[src/hw/rtl/gra_pkg.sv]
// gra_pkg: shared types and constants of the gaussian repulsion block
// depends on nothing; used by every rtl file of the block
package gra_pkg;

  // request payload of the input channel
  typedef struct packed {
    logic signed [31:0] own_x;
    logic signed [31:0] own_y;
    logic signed [31:0] own_z;
    logic        [30:0] own_radius;
    logic signed [31:0] source_x;
    logic signed [31:0] source_y;
    logic signed [31:0] source_z;
    logic               last_source;
  } in_req_t;

  // request payload of the result channel
  typedef struct packed {
    logic signed [31:0] delta_vx;
    logic signed [31:0] delta_vy;
    logic signed [31:0] delta_vz;
  } out_req_t;

  // configuration register indexes
  localparam int unsigned CFG_IDX_W = 1;
  localparam logic [CFG_IDX_W-1:0] CFG_FORCE_FACTOR = 1'b0;
  localparam logic [CFG_IDX_W-1:0] CFG_ENERGY_GAIN  = 1'b1;

  // digit-serial multiplier: 33 x 33 unsigned, 4-bit digits
  localparam int unsigned MUL_W     = 33;
  localparam int unsigned DIG_W     = 4;
  localparam int unsigned MUL_STEPS = (MUL_W + DIG_W - 1) / DIG_W;
  localparam int unsigned MUL_BW    = MUL_STEPS * DIG_W;
  localparam int unsigned PROD_W    = 2 * MUL_W;

  // bit-serial divider: 4 integer and 17 fraction quotient bits
  localparam int unsigned DIV_INT_BITS  = 4;
  localparam int unsigned DIV_FRAC_BITS = 17;
  localparam int unsigned DIV_STEPS     = DIV_INT_BITS + DIV_FRAC_BITS;
  localparam int unsigned NUM_W         = 64;
  localparam int unsigned DEN_W         = 62;

  // handshake between sequencer and an arithmetic unit
  typedef struct packed {
    logic start;
    logic [MUL_W-1:0] a;
    logic [MUL_W-1:0] b;
  } mul_cmd_t;

endpackage

[src/hw/rtl/gaussian_repulsion_accumulate_top.sv]
// each request runs the squares, the divide, the exponent squarings and the force
// products in turn; a far pair or zero radius ends after the radius square
// one request at a time: in_stall stays high until it is done; the single 4-bit
// digit-serial multiplier does every product, the quotient comes one bit a cycle
// reset (rst_n low, synchronous): sums cleared, force_factor and energy_gain 1.0
module gaussian_repulsion_accumulate_top #(
  parameter int EXP_TABLE_BITS = 8
) (
  input  logic                            clk,
  input  logic                            rst_n,
  input  logic                            in_valid,
  output logic                            in_stall,
  input  gra_pkg::in_req_t                in_data,
  output logic                            out_valid,
  input  logic                            out_stall,
  output gra_pkg::out_req_t               out_data,
  input  logic                            cfg_valid,
  output logic                            cfg_ready,
  input  logic [gra_pkg::CFG_IDX_W-1:0]   cfg_index,
  input  logic [31:0]                     cfg_data
);

  localparam int unsigned ECW   = $clog2(EXP_TABLE_BITS + 1);
  localparam int unsigned XSH   = 15 - EXP_TABLE_BITS;
  localparam int unsigned QW    = gra_pkg::DIV_STEPS;
  localparam int unsigned PW    = gra_pkg::PROD_W;
  // quotient at or above this means the exp base is zero or negative
  localparam logic [32:0] T_LIM = 33'(1) << (16 + EXP_TABLE_BITS);

  // sequencer states, one-hot
  typedef enum logic [3:0] {
    ST_IDLE = 4'b0001,
    ST_MUL  = 4'b0010,
    ST_DIV  = 4'b0100,
    ST_FIN  = 4'b1000
  } state_t;

  // product currently running in the multiplier
  typedef enum logic [3:0] {
    OP_SQX, OP_SQY, OP_SQZ, OP_SQR, OP_EXP, OP_GAIN, OP_FACT, OP_CX, OP_CY, OP_CZ
  } op_t;

  state_t                   state_r;
  op_t                      op_r;
  logic                     issue_r;
  logic [ECW-1:0]           exp_cnt_r;

  // configuration
  logic signed [31:0]       factor_r;
  logic        [30:0]       gain_r;

  // per-request working registers
  logic signed [32:0]       rx_r, ry_r, rz_r;
  logic        [30:0]       radius_r;
  logic                     last_r;
  logic        [63:0]       d_r;
  logic        [61:0]       s2_r;
  logic        [31:0]       b_r;
  logic        [30:0]       en_r;
  logic signed [31:0]       fe_r;

  // running sums, units of 2^-16
  logic signed [47:0]       sum_x_r, sum_y_r, sum_z_r;

  logic                     out_valid_r;
  gra_pkg::out_req_t        out_data_r;

  gra_pkg::mul_cmd_t        mul_cmd;
  logic                     mul_done;
  logic [PW-1:0]            mul_p;
  logic                     div_done;
  logic [QW-1:0]            div_q;

  logic                     in_take;
  logic                     out_free;
  logic                     far;
  logic                     exp_zero;
  logic [32:0]              xsh;
  logic                     p_neg;
  logic signed [51:0]       p_floor;
  logic signed [31:0]       fe_val;
  logic signed [47:0]       sum_sel;
  logic signed [47:0]       sum_val;

  function automatic logic [32:0] mag33(input logic signed [32:0] v);
    return v[32] ? 33'(-v) : 33'(v);
  endfunction

  function automatic logic signed [47:0] clamp48(input logic signed [52:0] v);
    if (v > 53'sh0_7FFF_FFFF_FFFF) begin
      return 48'sh7FFF_FFFF_FFFF;
    end else if (v < -53'sh0_8000_0000_0000) begin
      return 48'sh8000_0000_0000;
    end
    return 48'(v);
  endfunction

  function automatic logic signed [31:0] clamp32(input logic signed [51:0] v);
    if (v > 52'sh7FFF_FFFF) begin
      return 32'sh7FFF_FFFF;
    end else if (v < -52'sh8000_0000) begin
      return 32'sh8000_0000;
    end
    return 32'(v);
  endfunction

  assign in_stall  = (state_r != ST_IDLE);
  assign in_take   = in_valid && !in_stall;
  assign cfg_ready = 1'b1;
  assign out_valid = out_valid_r;
  assign out_data  = out_data_r;
  assign out_free  = !out_valid_r || !out_stall;

  // operand select for the shared multiplier
  always_comb begin
    mul_cmd.start = issue_r && (state_r == ST_MUL);
    mul_cmd.a     = '0;
    mul_cmd.b     = '0;
    case (op_r)
      OP_SQX: begin
        mul_cmd.a = mag33(rx_r);
        mul_cmd.b = mag33(rx_r);
      end
      OP_SQY: begin
        mul_cmd.a = mag33(ry_r);
        mul_cmd.b = mag33(ry_r);
      end
      OP_SQZ: begin
        mul_cmd.a = mag33(rz_r);
        mul_cmd.b = mag33(rz_r);
      end
      OP_SQR: begin
        mul_cmd.a = 33'(radius_r);
        mul_cmd.b = 33'(radius_r);
      end
      OP_EXP: begin
        mul_cmd.a = 33'(b_r);
        mul_cmd.b = 33'(b_r);
      end
      OP_GAIN: begin
        mul_cmd.a = 33'(gain_r);
        mul_cmd.b = 33'(b_r);
      end
      OP_FACT: begin
        mul_cmd.a = mag33(33'(factor_r));
        mul_cmd.b = 33'(en_r);
      end
      OP_CX: begin
        mul_cmd.a = mag33(33'(fe_r));
        mul_cmd.b = mag33(rx_r);
      end
      OP_CY: begin
        mul_cmd.a = mag33(33'(fe_r));
        mul_cmd.b = mag33(ry_r);
      end
      OP_CZ: begin
        mul_cmd.a = mag33(33'(fe_r));
        mul_cmd.b = mag33(rz_r);
      end
      default: begin
        mul_cmd.a = '0;
        mul_cmd.b = '0;
      end
    endcase
  end

  gra_mul u_mul (
    .clk   (clk),
    .rst_n (rst_n),
    .cmd   (mul_cmd),
    .done  (mul_done),
    .prod  (mul_p)
  );

  gra_div u_div (
    .clk   (clk),
    .rst_n (rst_n),
    .start (issue_r && (state_r == ST_DIV)),
    .num   (d_r),
    .den   (s2_r),
    .done  (div_done),
    .quo   (div_q)
  );

  // pair out of reach: d/16 at or above sigma squared (covers zero radius)
  assign far      = {2'b0, d_r[63:4]} >= mul_p[61:0];
  assign exp_zero = 33'(div_q) >= T_LIM;
  assign xsh      = 33'(div_q) << XSH;

  // signed product shifted down 16 with floor toward minus infinity
  always_comb begin
    case (op_r)
      OP_FACT: p_neg = factor_r[31];
      OP_CX:   p_neg = fe_r[31] ^ rx_r[32];
      OP_CY:   p_neg = fe_r[31] ^ ry_r[32];
      OP_CZ:   p_neg = fe_r[31] ^ rz_r[32];
      default: p_neg = 1'b0;
    endcase
  end

  always_comb begin
    logic [50:0] m;
    m = 51'(mul_p[PW-1:16]) + 51'(p_neg && (mul_p[15:0] != '0));
    p_floor = p_neg ? -$signed({1'b0, m}) : $signed({1'b0, m});
  end

  assign fe_val = clamp32(p_floor);

  always_comb begin
    case (op_r)
      OP_CX:   sum_sel = sum_x_r;
      OP_CY:   sum_sel = sum_y_r;
      OP_CZ:   sum_sel = sum_z_r;
      default: sum_sel = sum_x_r;
    endcase
  end

  assign sum_val = clamp48(53'(sum_sel) + 53'(p_floor));

  // configuration writes
  always_ff @(posedge clk) begin
    if (!rst_n) begin
      factor_r <= 32'sh0001_0000;
      gain_r   <= 31'h0001_0000;
    end else if (cfg_valid && cfg_ready) begin
      case (cfg_index)
        gra_pkg::CFG_FORCE_FACTOR: factor_r <= cfg_data;
        gra_pkg::CFG_ENERGY_GAIN:  gain_r   <= cfg_data[30:0];
        default: ;
      endcase
    end
  end

  // sequencer
  always_ff @(posedge clk) begin
    if (!rst_n) begin
      state_r     <= ST_IDLE;
      op_r        <= OP_SQX;
      issue_r     <= 1'b0;
      exp_cnt_r   <= '0;
      sum_x_r     <= '0;
      sum_y_r     <= '0;
      sum_z_r     <= '0;
      out_valid_r <= 1'b0;
    end else begin
      issue_r <= 1'b0;
      if (out_valid_r && !out_stall) begin
        out_valid_r <= 1'b0;
      end
      case (state_r)
        ST_IDLE: begin
          if (in_take) begin
            state_r <= ST_MUL;
            op_r    <= OP_SQX;
            issue_r <= 1'b1;
          end
        end
        ST_MUL: begin
          if (mul_done) begin
            issue_r <= 1'b1;
            case (op_r)
              OP_SQX: op_r <= OP_SQY;
              OP_SQY: op_r <= OP_SQZ;
              OP_SQZ: op_r <= OP_SQR;
              OP_SQR: begin
                state_r <= far ? ST_FIN : ST_DIV;
                issue_r <= !far;
              end
              OP_EXP: begin
                exp_cnt_r <= exp_cnt_r - ECW'(1);
                if (exp_cnt_r == ECW'(1)) begin
                  op_r <= OP_GAIN;
                end
              end
              OP_GAIN: op_r <= OP_FACT;
              OP_FACT: op_r <= OP_CX;
              OP_CX: begin
                sum_x_r <= sum_val;
                op_r    <= OP_CY;
              end
              OP_CY: begin
                sum_y_r <= sum_val;
                op_r    <= OP_CZ;
              end
              OP_CZ: begin
                sum_z_r <= sum_val;
                state_r <= ST_FIN;
                issue_r <= 1'b0;
              end
              default: state_r <= ST_FIN;
            endcase
          end
        end
        ST_DIV: begin
          if (div_done) begin
            if (exp_zero) begin
              state_r <= ST_FIN;
            end else begin
              state_r   <= ST_MUL;
              op_r      <= OP_EXP;
              exp_cnt_r <= ECW'(EXP_TABLE_BITS);
              issue_r   <= 1'b1;
            end
          end
        end
        ST_FIN: begin
          // last source: hand out the saturated sums once the output is free; else back to idle
          if (!last_r) begin
            state_r <= ST_IDLE;
          end else if (out_free) begin
            out_valid_r <= 1'b1;
            sum_x_r     <= '0;
            sum_y_r     <= '0;
            sum_z_r     <= '0;
            state_r     <= ST_IDLE;
          end
        end
        default: state_r <= ST_IDLE;
      endcase
    end
  end

  // working data path
  always_ff @(posedge clk) begin
    if (in_take) begin
      rx_r     <= 33'(in_data.own_x) - 33'(in_data.source_x);
      ry_r     <= 33'(in_data.own_y) - 33'(in_data.source_y);
      rz_r     <= 33'(in_data.own_z) - 33'(in_data.source_z);
      radius_r <= in_data.own_radius;
      last_r   <= in_data.last_source;
      d_r      <= '0;
    end
    if (state_r == ST_MUL && mul_done) begin
      case (op_r)
        OP_SQX, OP_SQY, OP_SQZ: d_r <= d_r + mul_p[PW-1:2];
        OP_SQR:  s2_r <= mul_p[61:0];
        OP_EXP:  b_r  <= mul_p[62:31];
        OP_GAIN: en_r <= mul_p[61:31];
        OP_FACT: fe_r <= fe_val;
        default: ;
      endcase
    end
    if (state_r == ST_DIV && div_done) begin
      b_r <= 32'h8000_0000 - xsh[31:0];
    end
    if (state_r == ST_FIN && last_r && out_free) begin
      out_data_r.delta_vx <= clamp32(52'(sum_x_r));
      out_data_r.delta_vy <= clamp32(52'(sum_y_r));
      out_data_r.delta_vz <= clamp32(52'(sum_z_r));
    end
  end

endmodule

[src/hw/rtl/gra_mul.sv]
// gra_mul: unsigned multiplier, one 4-bit digit of b per cycle
// depends on gra_pkg
module gra_mul (
  input  logic                         clk,
  input  logic                         rst_n,
  input  gra_pkg::mul_cmd_t            cmd,
  output logic                         done,
  output logic [gra_pkg::PROD_W-1:0]   prod
);

  localparam int unsigned CW = $clog2(gra_pkg::MUL_STEPS + 1);
  localparam int unsigned SW = gra_pkg::MUL_W + gra_pkg::DIG_W;

  logic [gra_pkg::MUL_W-1:0]  a_r;
  logic [gra_pkg::MUL_W-1:0]  hi_r;
  logic [gra_pkg::MUL_BW-1:0] lo_r;
  logic [CW-1:0]              cnt_r;
  logic                       done_r;
  logic [SW-1:0]              sum;

  assign sum  = SW'(hi_r) + SW'(a_r) * SW'(lo_r[gra_pkg::DIG_W-1:0]);
  assign done = done_r;
  assign prod = gra_pkg::PROD_W'({hi_r, lo_r});

  always_ff @(posedge clk) begin
    if (!rst_n) begin
      cnt_r  <= '0;
      done_r <= 1'b0;
    end else begin
      done_r <= 1'b0;
      if (cmd.start) begin
        cnt_r <= CW'(gra_pkg::MUL_STEPS);
      end else if (cnt_r != '0) begin
        cnt_r <= cnt_r - CW'(1);
        if (cnt_r == CW'(1)) begin
          done_r <= 1'b1;
        end
      end
    end
  end

  // shift-add datapath
  always_ff @(posedge clk) begin
    if (cmd.start) begin
      a_r  <= cmd.a;
      hi_r <= '0;
      lo_r <= gra_pkg::MUL_BW'(cmd.b);
    end else if (cnt_r != '0) begin
      hi_r <= sum[SW-1:gra_pkg::DIG_W];
      lo_r <= {sum[gra_pkg::DIG_W-1:0], lo_r[gra_pkg::MUL_BW-1:gra_pkg::DIG_W]};
    end
  end

endmodule

[src/hw/rtl/gra_div.sv]
// gra_div: restoring divider, one quotient bit per cycle
// depends on gra_pkg; numerator must satisfy num / 16 < den
module gra_div (
  input  logic                          clk,
  input  logic                          rst_n,
  input  logic                          start,
  input  logic [gra_pkg::NUM_W-1:0]     num,
  input  logic [gra_pkg::DEN_W-1:0]     den,
  output logic                          done,
  output logic [gra_pkg::DIV_STEPS-1:0] quo
);

  localparam int unsigned CW = $clog2(gra_pkg::DIV_STEPS + 1);
  localparam int unsigned QS = gra_pkg::DIV_STEPS;
  localparam int unsigned IB = gra_pkg::DIV_INT_BITS;

  logic [gra_pkg::DEN_W-1:0] den_r;
  logic [gra_pkg::DEN_W-1:0] rem_r;
  logic [QS-1:0]             feed_r;
  logic [QS-1:0]             q_r;
  logic [CW-1:0]             cnt_r;
  logic                      done_r;
  logic [gra_pkg::DEN_W:0]   trial;
  logic                      ge;

  assign trial = {rem_r, feed_r[QS-1]};
  assign ge    = trial >= {1'b0, den_r};
  assign done  = done_r;
  assign quo   = q_r;

  always_ff @(posedge clk) begin
    if (!rst_n) begin
      cnt_r  <= '0;
      done_r <= 1'b0;
    end else begin
      done_r <= 1'b0;
      if (start) begin
        cnt_r <= CW'(QS);
      end else if (cnt_r != '0) begin
        cnt_r <= cnt_r - CW'(1);
        if (cnt_r == CW'(1)) begin
          done_r <= 1'b1;
        end
      end
    end
  end

  always_ff @(posedge clk) begin
    if (start) begin
      den_r  <= den;
      rem_r  <= gra_pkg::DEN_W'(num[gra_pkg::NUM_W-1:IB]);
      feed_r <= {num[IB-1:0], (QS-IB)'(0)};
      q_r    <= '0;
    end else if (cnt_r != '0) begin
      rem_r  <= ge ? gra_pkg::DEN_W'(trial - {1'b0, den_r}) : trial[gra_pkg::DEN_W-1:0];
      feed_r <= {feed_r[QS-2:0], 1'b0};
      q_r    <= {q_r[QS-2:0], ge};
    end
  end

endmodule

[config.mk]
export PLATFORM = sky130hd
export DESIGN_NAME = gaussian_repulsion_accumulate_top
export DESIGN_NICKNAME = d
export VERILOG_FILES = /design/src/hw/rtl/gra_pkg.sv /design/src/hw/rtl/gaussian_repulsion_accumulate_top.sv /design/src/hw/rtl/gra_mul.sv /design/src/hw/rtl/gra_div.sv
export SDC_FILE = /design/constraint.sdc
export NUM_CORES = 2
export LEC_CHECK = 0
export BUFFER_PORTS_ARGS = -buffer_cell sky130_fd_sc_hd__buf_2
export CORE_UTILIZATION = 55
export CTS_CLUSTER_SIZE = 24
export DETAILED_ROUTE_END_ITERATION = 8
export GPL_TIMING_DRIVEN = 0
export PLACE_DENSITY_LB_ADDON = 0.25
export SLEW_MARGIN = 30
export SYNTH_ARGS = -nofsm -noshare
export SYNTH_HDL_FRONTEND = slang
export SYNTH_SLANG_ARGS = --single-unit
[constraint.sdc]
create_clock -name clk -period 14.8 [get_ports clk]
set_input_delay 2.96 -clock clk [delete_from_list [all_inputs] [get_ports clk]]
set_output_delay 2.96 -clock clk [all_outputs]
set_load 0.02 [all_outputs]
After elaboration in Yosys (flattened, before gate mapping)
Index checks and enable logic that the tools add are counted.
{"block": "totals", "reg_bits": 931, "latch_bits": 0, "ramBits": 0, "mem_bits_ro": 0, "inputBits": 262, "wordCells": 243, "n_memories": 0}
{"block": "classes", "n_addsub": 18, "mul": 1, "div_mod_pow": 0, "n_lt_le_gt_ge": 12, "n_eq_ne": 30, "shift": 0, "n_mux": 94, "n_bitwise": 7, "n_reduce_logical": 43}
{"operator": "case mux 66 bit (10 select lines)", "count": 1}
{"operator": "two-way mux 48 bit", "count": 11}
{"operator": "two-way mux 32 bit", "count": 15}
{"operator": "case mux 48 bit (2 select lines)", "count": 4}
{"operator": "two-way mux 33 bit", "count": 7}
{"operator": "two-way mux 64 bit", "count": 3}
{"operator": "> comparator 48 x 32 -> 1 bit (second input constant)", "count": 3}
{"operator": "< comparator 48 x 32 -> 1 bit (second input constant)", "count": 3}
{"operator": "two-way mux 60 bit", "count": 2}
{"operator": "negator 33 bit", "count": 3}
{"operator": "subtractor 32 x 32 -> 33 bit", "count": 3}
{"operator": "negator 32 -> 33 bit", "count": 2}
{"operator": "adder 64 bit", "count": 1}
{"operator": "greater-or-equal comparator 63 x 62 -> 1 bit", "count": 1}
{"operator": "greater-or-equal comparator 60 x 62 -> 1 bit", "count": 1}
{"operator": "two-way mux 62 bit", "count": 1}
{"operator": "subtractor 62 bit", "count": 1}
{"operator": "two-way mux 4 bit", "count": 15}
{"operator": "adder 48 x 52 -> 53 bit", "count": 1}
{"operator": "> comparator 53 x 48 -> 1 bit (second input constant)", "count": 1}
{"operator": "< comparator 53 x 48 -> 1 bit (second input constant)", "count": 1}
{"operator": "> comparator 52 x 32 -> 1 bit (second input constant)", "count": 1}
{"operator": "< comparator 52 x 32 -> 1 bit (second input constant)", "count": 1}
{"operator": "two-way mux 52 bit", "count": 1}
{"operator": "other kinds (45)", "count": 122}

Logic depth before layout (Yosys ltp)
{"block": "logic_depth", "depth_word": 14, "depth_mapped": 43, "depth_no_buf": 35}

Hierarchy
From an unflattened synthesis, not the netlist that was laid out.
{"block": "unflattened", "cells_unflattened": 7152, "hier_area_um2": 66014.6}
{"mod": "gaussian_repulsion_accumulate_top", "n_inst": 1, "cells_per_inst": 5151, "area_each_um2": 46006.6}
{"mod": "gra_div", "n_inst": 1, "cells_per_inst": 1028, "area_each_um2": 10506.3}
{"mod": "gra_mul", "n_inst": 1, "cells_per_inst": 973, "area_each_um2": 9501.6}

Worst setup path before layout
OpenSTA, ideal clock, no wires.
{"block": "synth_path", "path_kind": "in2reg", "startpoint": "input port out_stall", "endpoint": "register sum_y_r[10]", "t_arrival_ns": 9.370, "path_slack_ns": 5.366, "path_stages": 10, "path_buffers": 1, "cell_sequence": "a21oi_1 -> nor2_1 -> a21oi_1 -> inv_1 -> nor2_1 -> o21ai_1 -> o41ai_4 -> buf_6 -> a21oi_1 -> nor2_1"}
{"block": "synth_via", "elab_chain_cells": 4}
{"element": "start, declared", "line_no": "gaussian_repulsion_accumulate_top.sv:15", "source": "input logic out_stall,"}
{"element": "logical NOT 1 bit", "line_no": "gaussian_repulsion_accumulate_top.sv:112", "source": "assign out_free = !out_valid_r || !out_stall;"}
{"element": "logical OR 1 bit", "line_no": "gaussian_repulsion_accumulate_top.sv:112"}
{"element": "inequality test 2 bit (no line)"}
{"element": "AND reduction 5 bit (no line)"}
{"element": "end signal, assigned", "line_no": "gaussian_repulsion_accumulate_top.sv:282", "source": "sum_y_r <= sum_val;"}
{"element": "end, declared", "line_no": "gaussian_repulsion_accumulate_top.sv:63", "source": "logic signed [47:0] sum_x_r, sum_y_r, sum_z_r;"}
Every way passes these cells.
A chain may end at the register's enable or synchronous reset.

Worst setup path in the final report
{"block": "layout_path", "startpoint": "register op_r[0]", "endpoint": "register sum_y_r[30]"}
{"block": "layout_via", "elab_chain_cells": 14, "word_cells_on_any_way": 22, "classes_between": "3 x add/sub; 2 x order compare; 5 x eq/ne; 10 x mux; 2 x reduce/logical"}
{"element": "start, declared", "line_no": "gaussian_repulsion_accumulate_top.sv:44", "source": "op_t op_r;"}
{"element": "start signal, assigned", "line_no": "gaussian_repulsion_accumulate_top.sv:238", "source": "op_r <= OP_SQX;"}
{"element": "start signal, assigned", "line_no": "gaussian_repulsion_accumulate_top.sv:254", "source": "op_r <= OP_SQX;"}
{"element": "start signal, assigned", "line_no": "gaussian_repulsion_accumulate_top.sv:262", "source": "OP_SQX: op_r <= OP_SQY;"}
{"element": "equality test 4 bit (tied with other cells)", "line_no": "gaussian_repulsion_accumulate_top.sv:192, gaussian_repulsion_accumulate_top.sv:210"}
{"element": "case mux 1 bit (4 select lines)", "line_no": "gaussian_repulsion_accumulate_top.sv:192", "source": "case (op_r)"}
{"element": "logical AND 1 bit", "line_no": "gaussian_repulsion_accumulate_top.sv:203", "source": "m = 51'(mul_p[PW-1:16]) + 51'(p_neg && (mul_p[15:0] != '0));"}
{"element": "adder 50 x 1 -> 51 bit", "line_no": "gaussian_repulsion_accumulate_top.sv:203"}
{"element": "negator 51 -> 52 bit", "line_no": "gaussian_repulsion_accumulate_top.sv:204", "source": "p_floor = p_neg ? -$signed({1'b0, m}) : $signed({1'b0, m});"}
{"element": "two-way mux 52 bit", "line_no": "gaussian_repulsion_accumulate_top.sv:204"}
{"element": "adder 48 x 52 -> 53 bit", "line_no": "gaussian_repulsion_accumulate_top.sv:218", "source": "assign sum_val = clamp48(53'(sum_sel) + 53'(p_floor));"}
{"element": "< comparator 53 x 48 -> 1 bit", "line_no": "gaussian_repulsion_accumulate_top.sv:92", "source": "end else if (v < -53'sh0_8000_0000_0000) begin"}
{"element": "two-way mux 1 bit", "line_no": "gaussian_repulsion_accumulate_top.sv:92"}
{"element": "two-way mux 1 bit", "line_no": "gaussian_repulsion_accumulate_top.sv:90", "source": "if (v > 53'sh0_7FFF_FFFF_FFFF) begin"}
{"element": "two-way mux 48 bit", "line_no": "gaussian_repulsion_accumulate_top.sv:95", "source": "return 48'(v);"}
{"element": "two-way mux 48 bit", "line_no": "gaussian_repulsion_accumulate_top.sv:261", "source": "case (op_r)"}
{"element": "two-way mux 48 bit", "line_no": "gaussian_repulsion_accumulate_top.sv:259", "source": "if (mul_done) begin"}
{"element": "case mux 48 bit (2 select lines)", "line_no": "gaussian_repulsion_accumulate_top.sv:250", "source": "case (state_r)"}
Parallel ways exist; a longest one is shown, timed or not. The select of a mux whose other input is x is not followed.

==> results.ini <==
[worst_setup_path]
worstPathMaxFanout=10
start_kind=flip-flop
cp_slowest_stage_delay_ns=0.81
path_buf_inv=9
reg2regPathDepth=42
critical_path_arrival_ns=14.60
setup.worst_path.class=flip-flop to flip-flop
timing.critical_path.to_type=flip-flop
crit_family=compound AO/OA/AOI/OAI gates
critPathSlowestCell=xnor2_1
timing.critical_path.depth=42
critical_path.most_common_cell=clkbuf_1
required_time_of_the_critical_path_ns=15.45

[timing]
transition_time_at_the_pin_with_the_least_slew_margin_ns=1.09
worst_clock_skew_ns=0.0607
fin_tns_setup_ns=0
clock.fmax_mhz=71.7
min_clock_period_post_route_ns=13.96
final_number_of_setup_violating_endpoints=0
unrepaired_setup_endpoints_after_global_routing=no
final-max-slew-violation-count=0
slew_margin_rel=0.271
final.setup.worst_slack_ns=0.844
report.final.hold_viol_count=0
layout_worst_path_cycle_share=0.943

[floorplan]
die-width_microns=347
core_sq_um=118000
dieArea_sq_um=120000
die_height_microns=347
io_count=361
num_rows=126
starting_utilization_of_the_core_area=0.555

[synth]
synth-seq-area-share=0.373
post_synthesis_sequential_element_count=931
syn_avg_cell_area_sq_um=8.71
synthDistinctLibCells=103
synth_async_sr_flop_share=0
postSynth.topFlopCell=edfxtp_1
synthesis.instances=7509
syn_nets=8264
number_of_flops_mapped_to_enable_cells_by_yosys=576
synth-warning-count=0
syn_area_sq_um=65400

[cts]
post_cts_resized=0
cts_max_path_buffers=3
cts_sinks=931
post_cts_buffers=0
ctsHoldBuffers=0
cts_root_buf=clkbuf_16
clk_pin_slew_worst_paths_ns=0.06
tritoncts=built
numCtsBuffers=101
clk-insertion-delay-late_ns=0.73
cts.htree.levels=3

[grt]
grt_pass1_wl_microns=360000
grt_overflow=0
grt_pass1_vias=57100
grt_start_max_net_pins=97
globalRouteTotalUtil=0.396
antenna_found_initial=12

[status]
run_status=finished, violations left
violations=DRC

[drt]
drt.antenna.violating_nets=0
vias=61200
routed_wl_microns=245000
first_pass_iters=9
route.detailed.wl_per_inst_microns=25.4
via_per_inst=6.36
drtIter0Drc=7762
drc=1

[finish]
area.growth.synth_to_final_pct=11.7
layout.cells.most_common=nand2_1
layout-drive-gt1-share=0.0918
multi_input_comb_area_sq_um=37800
layout_common_cells=934 x nand2_1, 756 x a21oi_1, 576 x edfxtp_1, 541 x nor2_1, 469 x inv_1
seq_area_sq_um=24400
finish.net_count=8752
final_util=0.620
n_fill_cell=10300
post-route-cell-area_sq_um=73100

[power]
ir_worst_vdd_uv=178
power_leakage_nw=31.1
total_power_mw=14.6
p_per_area_nw_per_um2=200

[placed_design]
placement.io_buffers=359
dpl_cell_area_sq_um=69700
place.detailed.hpwl_microns=195000
preCtsSetupSlack_ns=1.35
finalWeightedCongestion=1.05

[job]
max_cap_check_violation_count=0

[min_path]
whs_path_depth=0
hold_class=flip-flop to flip-flop

[layout make-up]
| type | count | share of cell area |
|---|---|---|
| multi-input cells | 5728 | 0.518 |
| well taps | 1536 | 0.0263 |
| clock inverters | 55 | 0.00711 |
| inverters | 472 | 0.0244 |
| flip-flops and latches | 931 | 0.334 |
| repair buffers | 385 | 0.0302 |
| clock buffers | 137 | 0.0384 |
| plain buffers | 378 | 0.0215 |
| diodes | 6 | 0.000205 |
[final timing paths]
| check | from | endpoint | slack, ns |
|---|---|---|---|
| worst min register to register | s2_r[37] | u_div.den_r[37] | 0.38 |
| worst max register to register | op_r[0] | sum_y_r[30] | 0.84 |
| worst min-delay path | s2_r[37] | u_div.den_r[37] | 0.38 |
| worst max-delay path | op_r[0] | sum_y_r[30] | 0.84 |
[worst reg2reg max path, delay by kind of cell, from the launching register on]
kind / cells / cell delay (ns)
buffers and inverters: 9 / 3.89
and+or+nand+nor: 10 / 2.23
DFF: 1 / 0.30
AOI/OAI and AO/OA: 16 / 4.71
xor gates and xnor gates: 2 / 0.96
adders and majority gates: 3 / 1.06
muxes: 2 / 0.71
[metrics by stage]
stage                     hold slack (ns)  instances
final                               0.378       9628
after global routing                0.390       9626
after CTS                           0.378       9622
after detailed placement            0.405       9430
after global placement              0.400       9404
after floorplan                     0.400       7509
[where the power goes]
| group | switching, mW | internal [mW] |
|---|---|---|
| sequential | 0.642 | 3.40 |
| combinational | 5.04 | 3.00 |
| clock | 1.14 | 1.42 |
| total | 6.82 | 7.82 |
[synthesized netlist by cell type, drive strengths merged, types with 14 or more instances]
cell,count,area share
nand2,937,0.054
a21oi,758,0.058
edfxtp,576,0.26
nor2,543,0.031
inv,472,0.027
o21ai,433,0.033
ha,393,0.075
dfxtp,355,0.11
xnor2,350,0.047
clkbuf,278,0.016
a21o,222,0.025
nand3,191,0.015
xor2,178,0.024
o22ai,165,0.016
nor3,128,0.010
buf,100,0.0079
fa,100,0.031
a21boi,90,0.010
mux2i,84,0.013
and2,80,0.0077
nand4,77,0.0076
o31ai,74,0.0087
nor2b,68,0.0065
nand2b,64,0.0061
nor4,60,0.0066
a31oi,52,0.0050
and3,51,0.0049
or3,46,0.0044
a211oi,44,0.0055
a222oi,43,0.0066
o21a,42,0.0048
o211ai,41,0.0049
or4,39,0.0045
or2,35,0.0033
o21bai,34,0.0039
a22oi,33,0.0038
o41ai,26,0.0042
a221oi,21,0.0028
a211o,19,0.0025
nand3b,18,0.0021
a2111oi,17,0.0026
and4,17,0.0023
o221ai,14,0.0019
[per-layer routing]
| metal | up-vias | track usage | part of all wire |
|---|---|---|---|
| met4 | 6 | 0.186 | 0.052 |
| met3 | 615 | 0.110 | 0.12 |
| met5 | - | 0 | 0.00018 |
| li1 | 28100 | - | - |
| met1 | 29200 | 0.522 | 0.40 |
| met2 | 3337 | 0.603 | 0.43 |
[cell families (layout without fill, tap and decap cells)]
kind of cell | count (synthesis) | after routing | share of synthesized area
flip-flops | 931 | 931 | 0.373
other | 1 | 7 | 0.0000573
AND/OR/NAND/NOR | 2378 | 2378 | 0.169
AO/OA/AOI/OAI | 2233 | 2233 | 0.215
multiplexers | 94 | 94 | 0.0146
buffers and inverters | 850 | 1427 | 0.0509
XOR/XNOR | 529 | 529 | 0.0712
adder cells (fa/ha/maj) | 493 | 493 | 0.106
[registers in the layout, summed over array words and instances, names as in the netlist, 33 cells and up]
| register | count |
|---|---|
| u_mul.hi_r | 33 |
| s2_r | 62 |
| sum_y_r | 48 |
| d_r | 64 |
| u_div.den_r | 62 |
| u_mul.lo_r | 36 |
| sum_x_r | 48 |
| ry_r | 33 |
| u_mul.a_r | 33 |
| rz_r | 33 |
| sum_z_r | 48 |
| rx_r | 33 |
| out_data | 96 |
| u_div.rem_r | 62 |
Power figures use the tool's default switching activity.
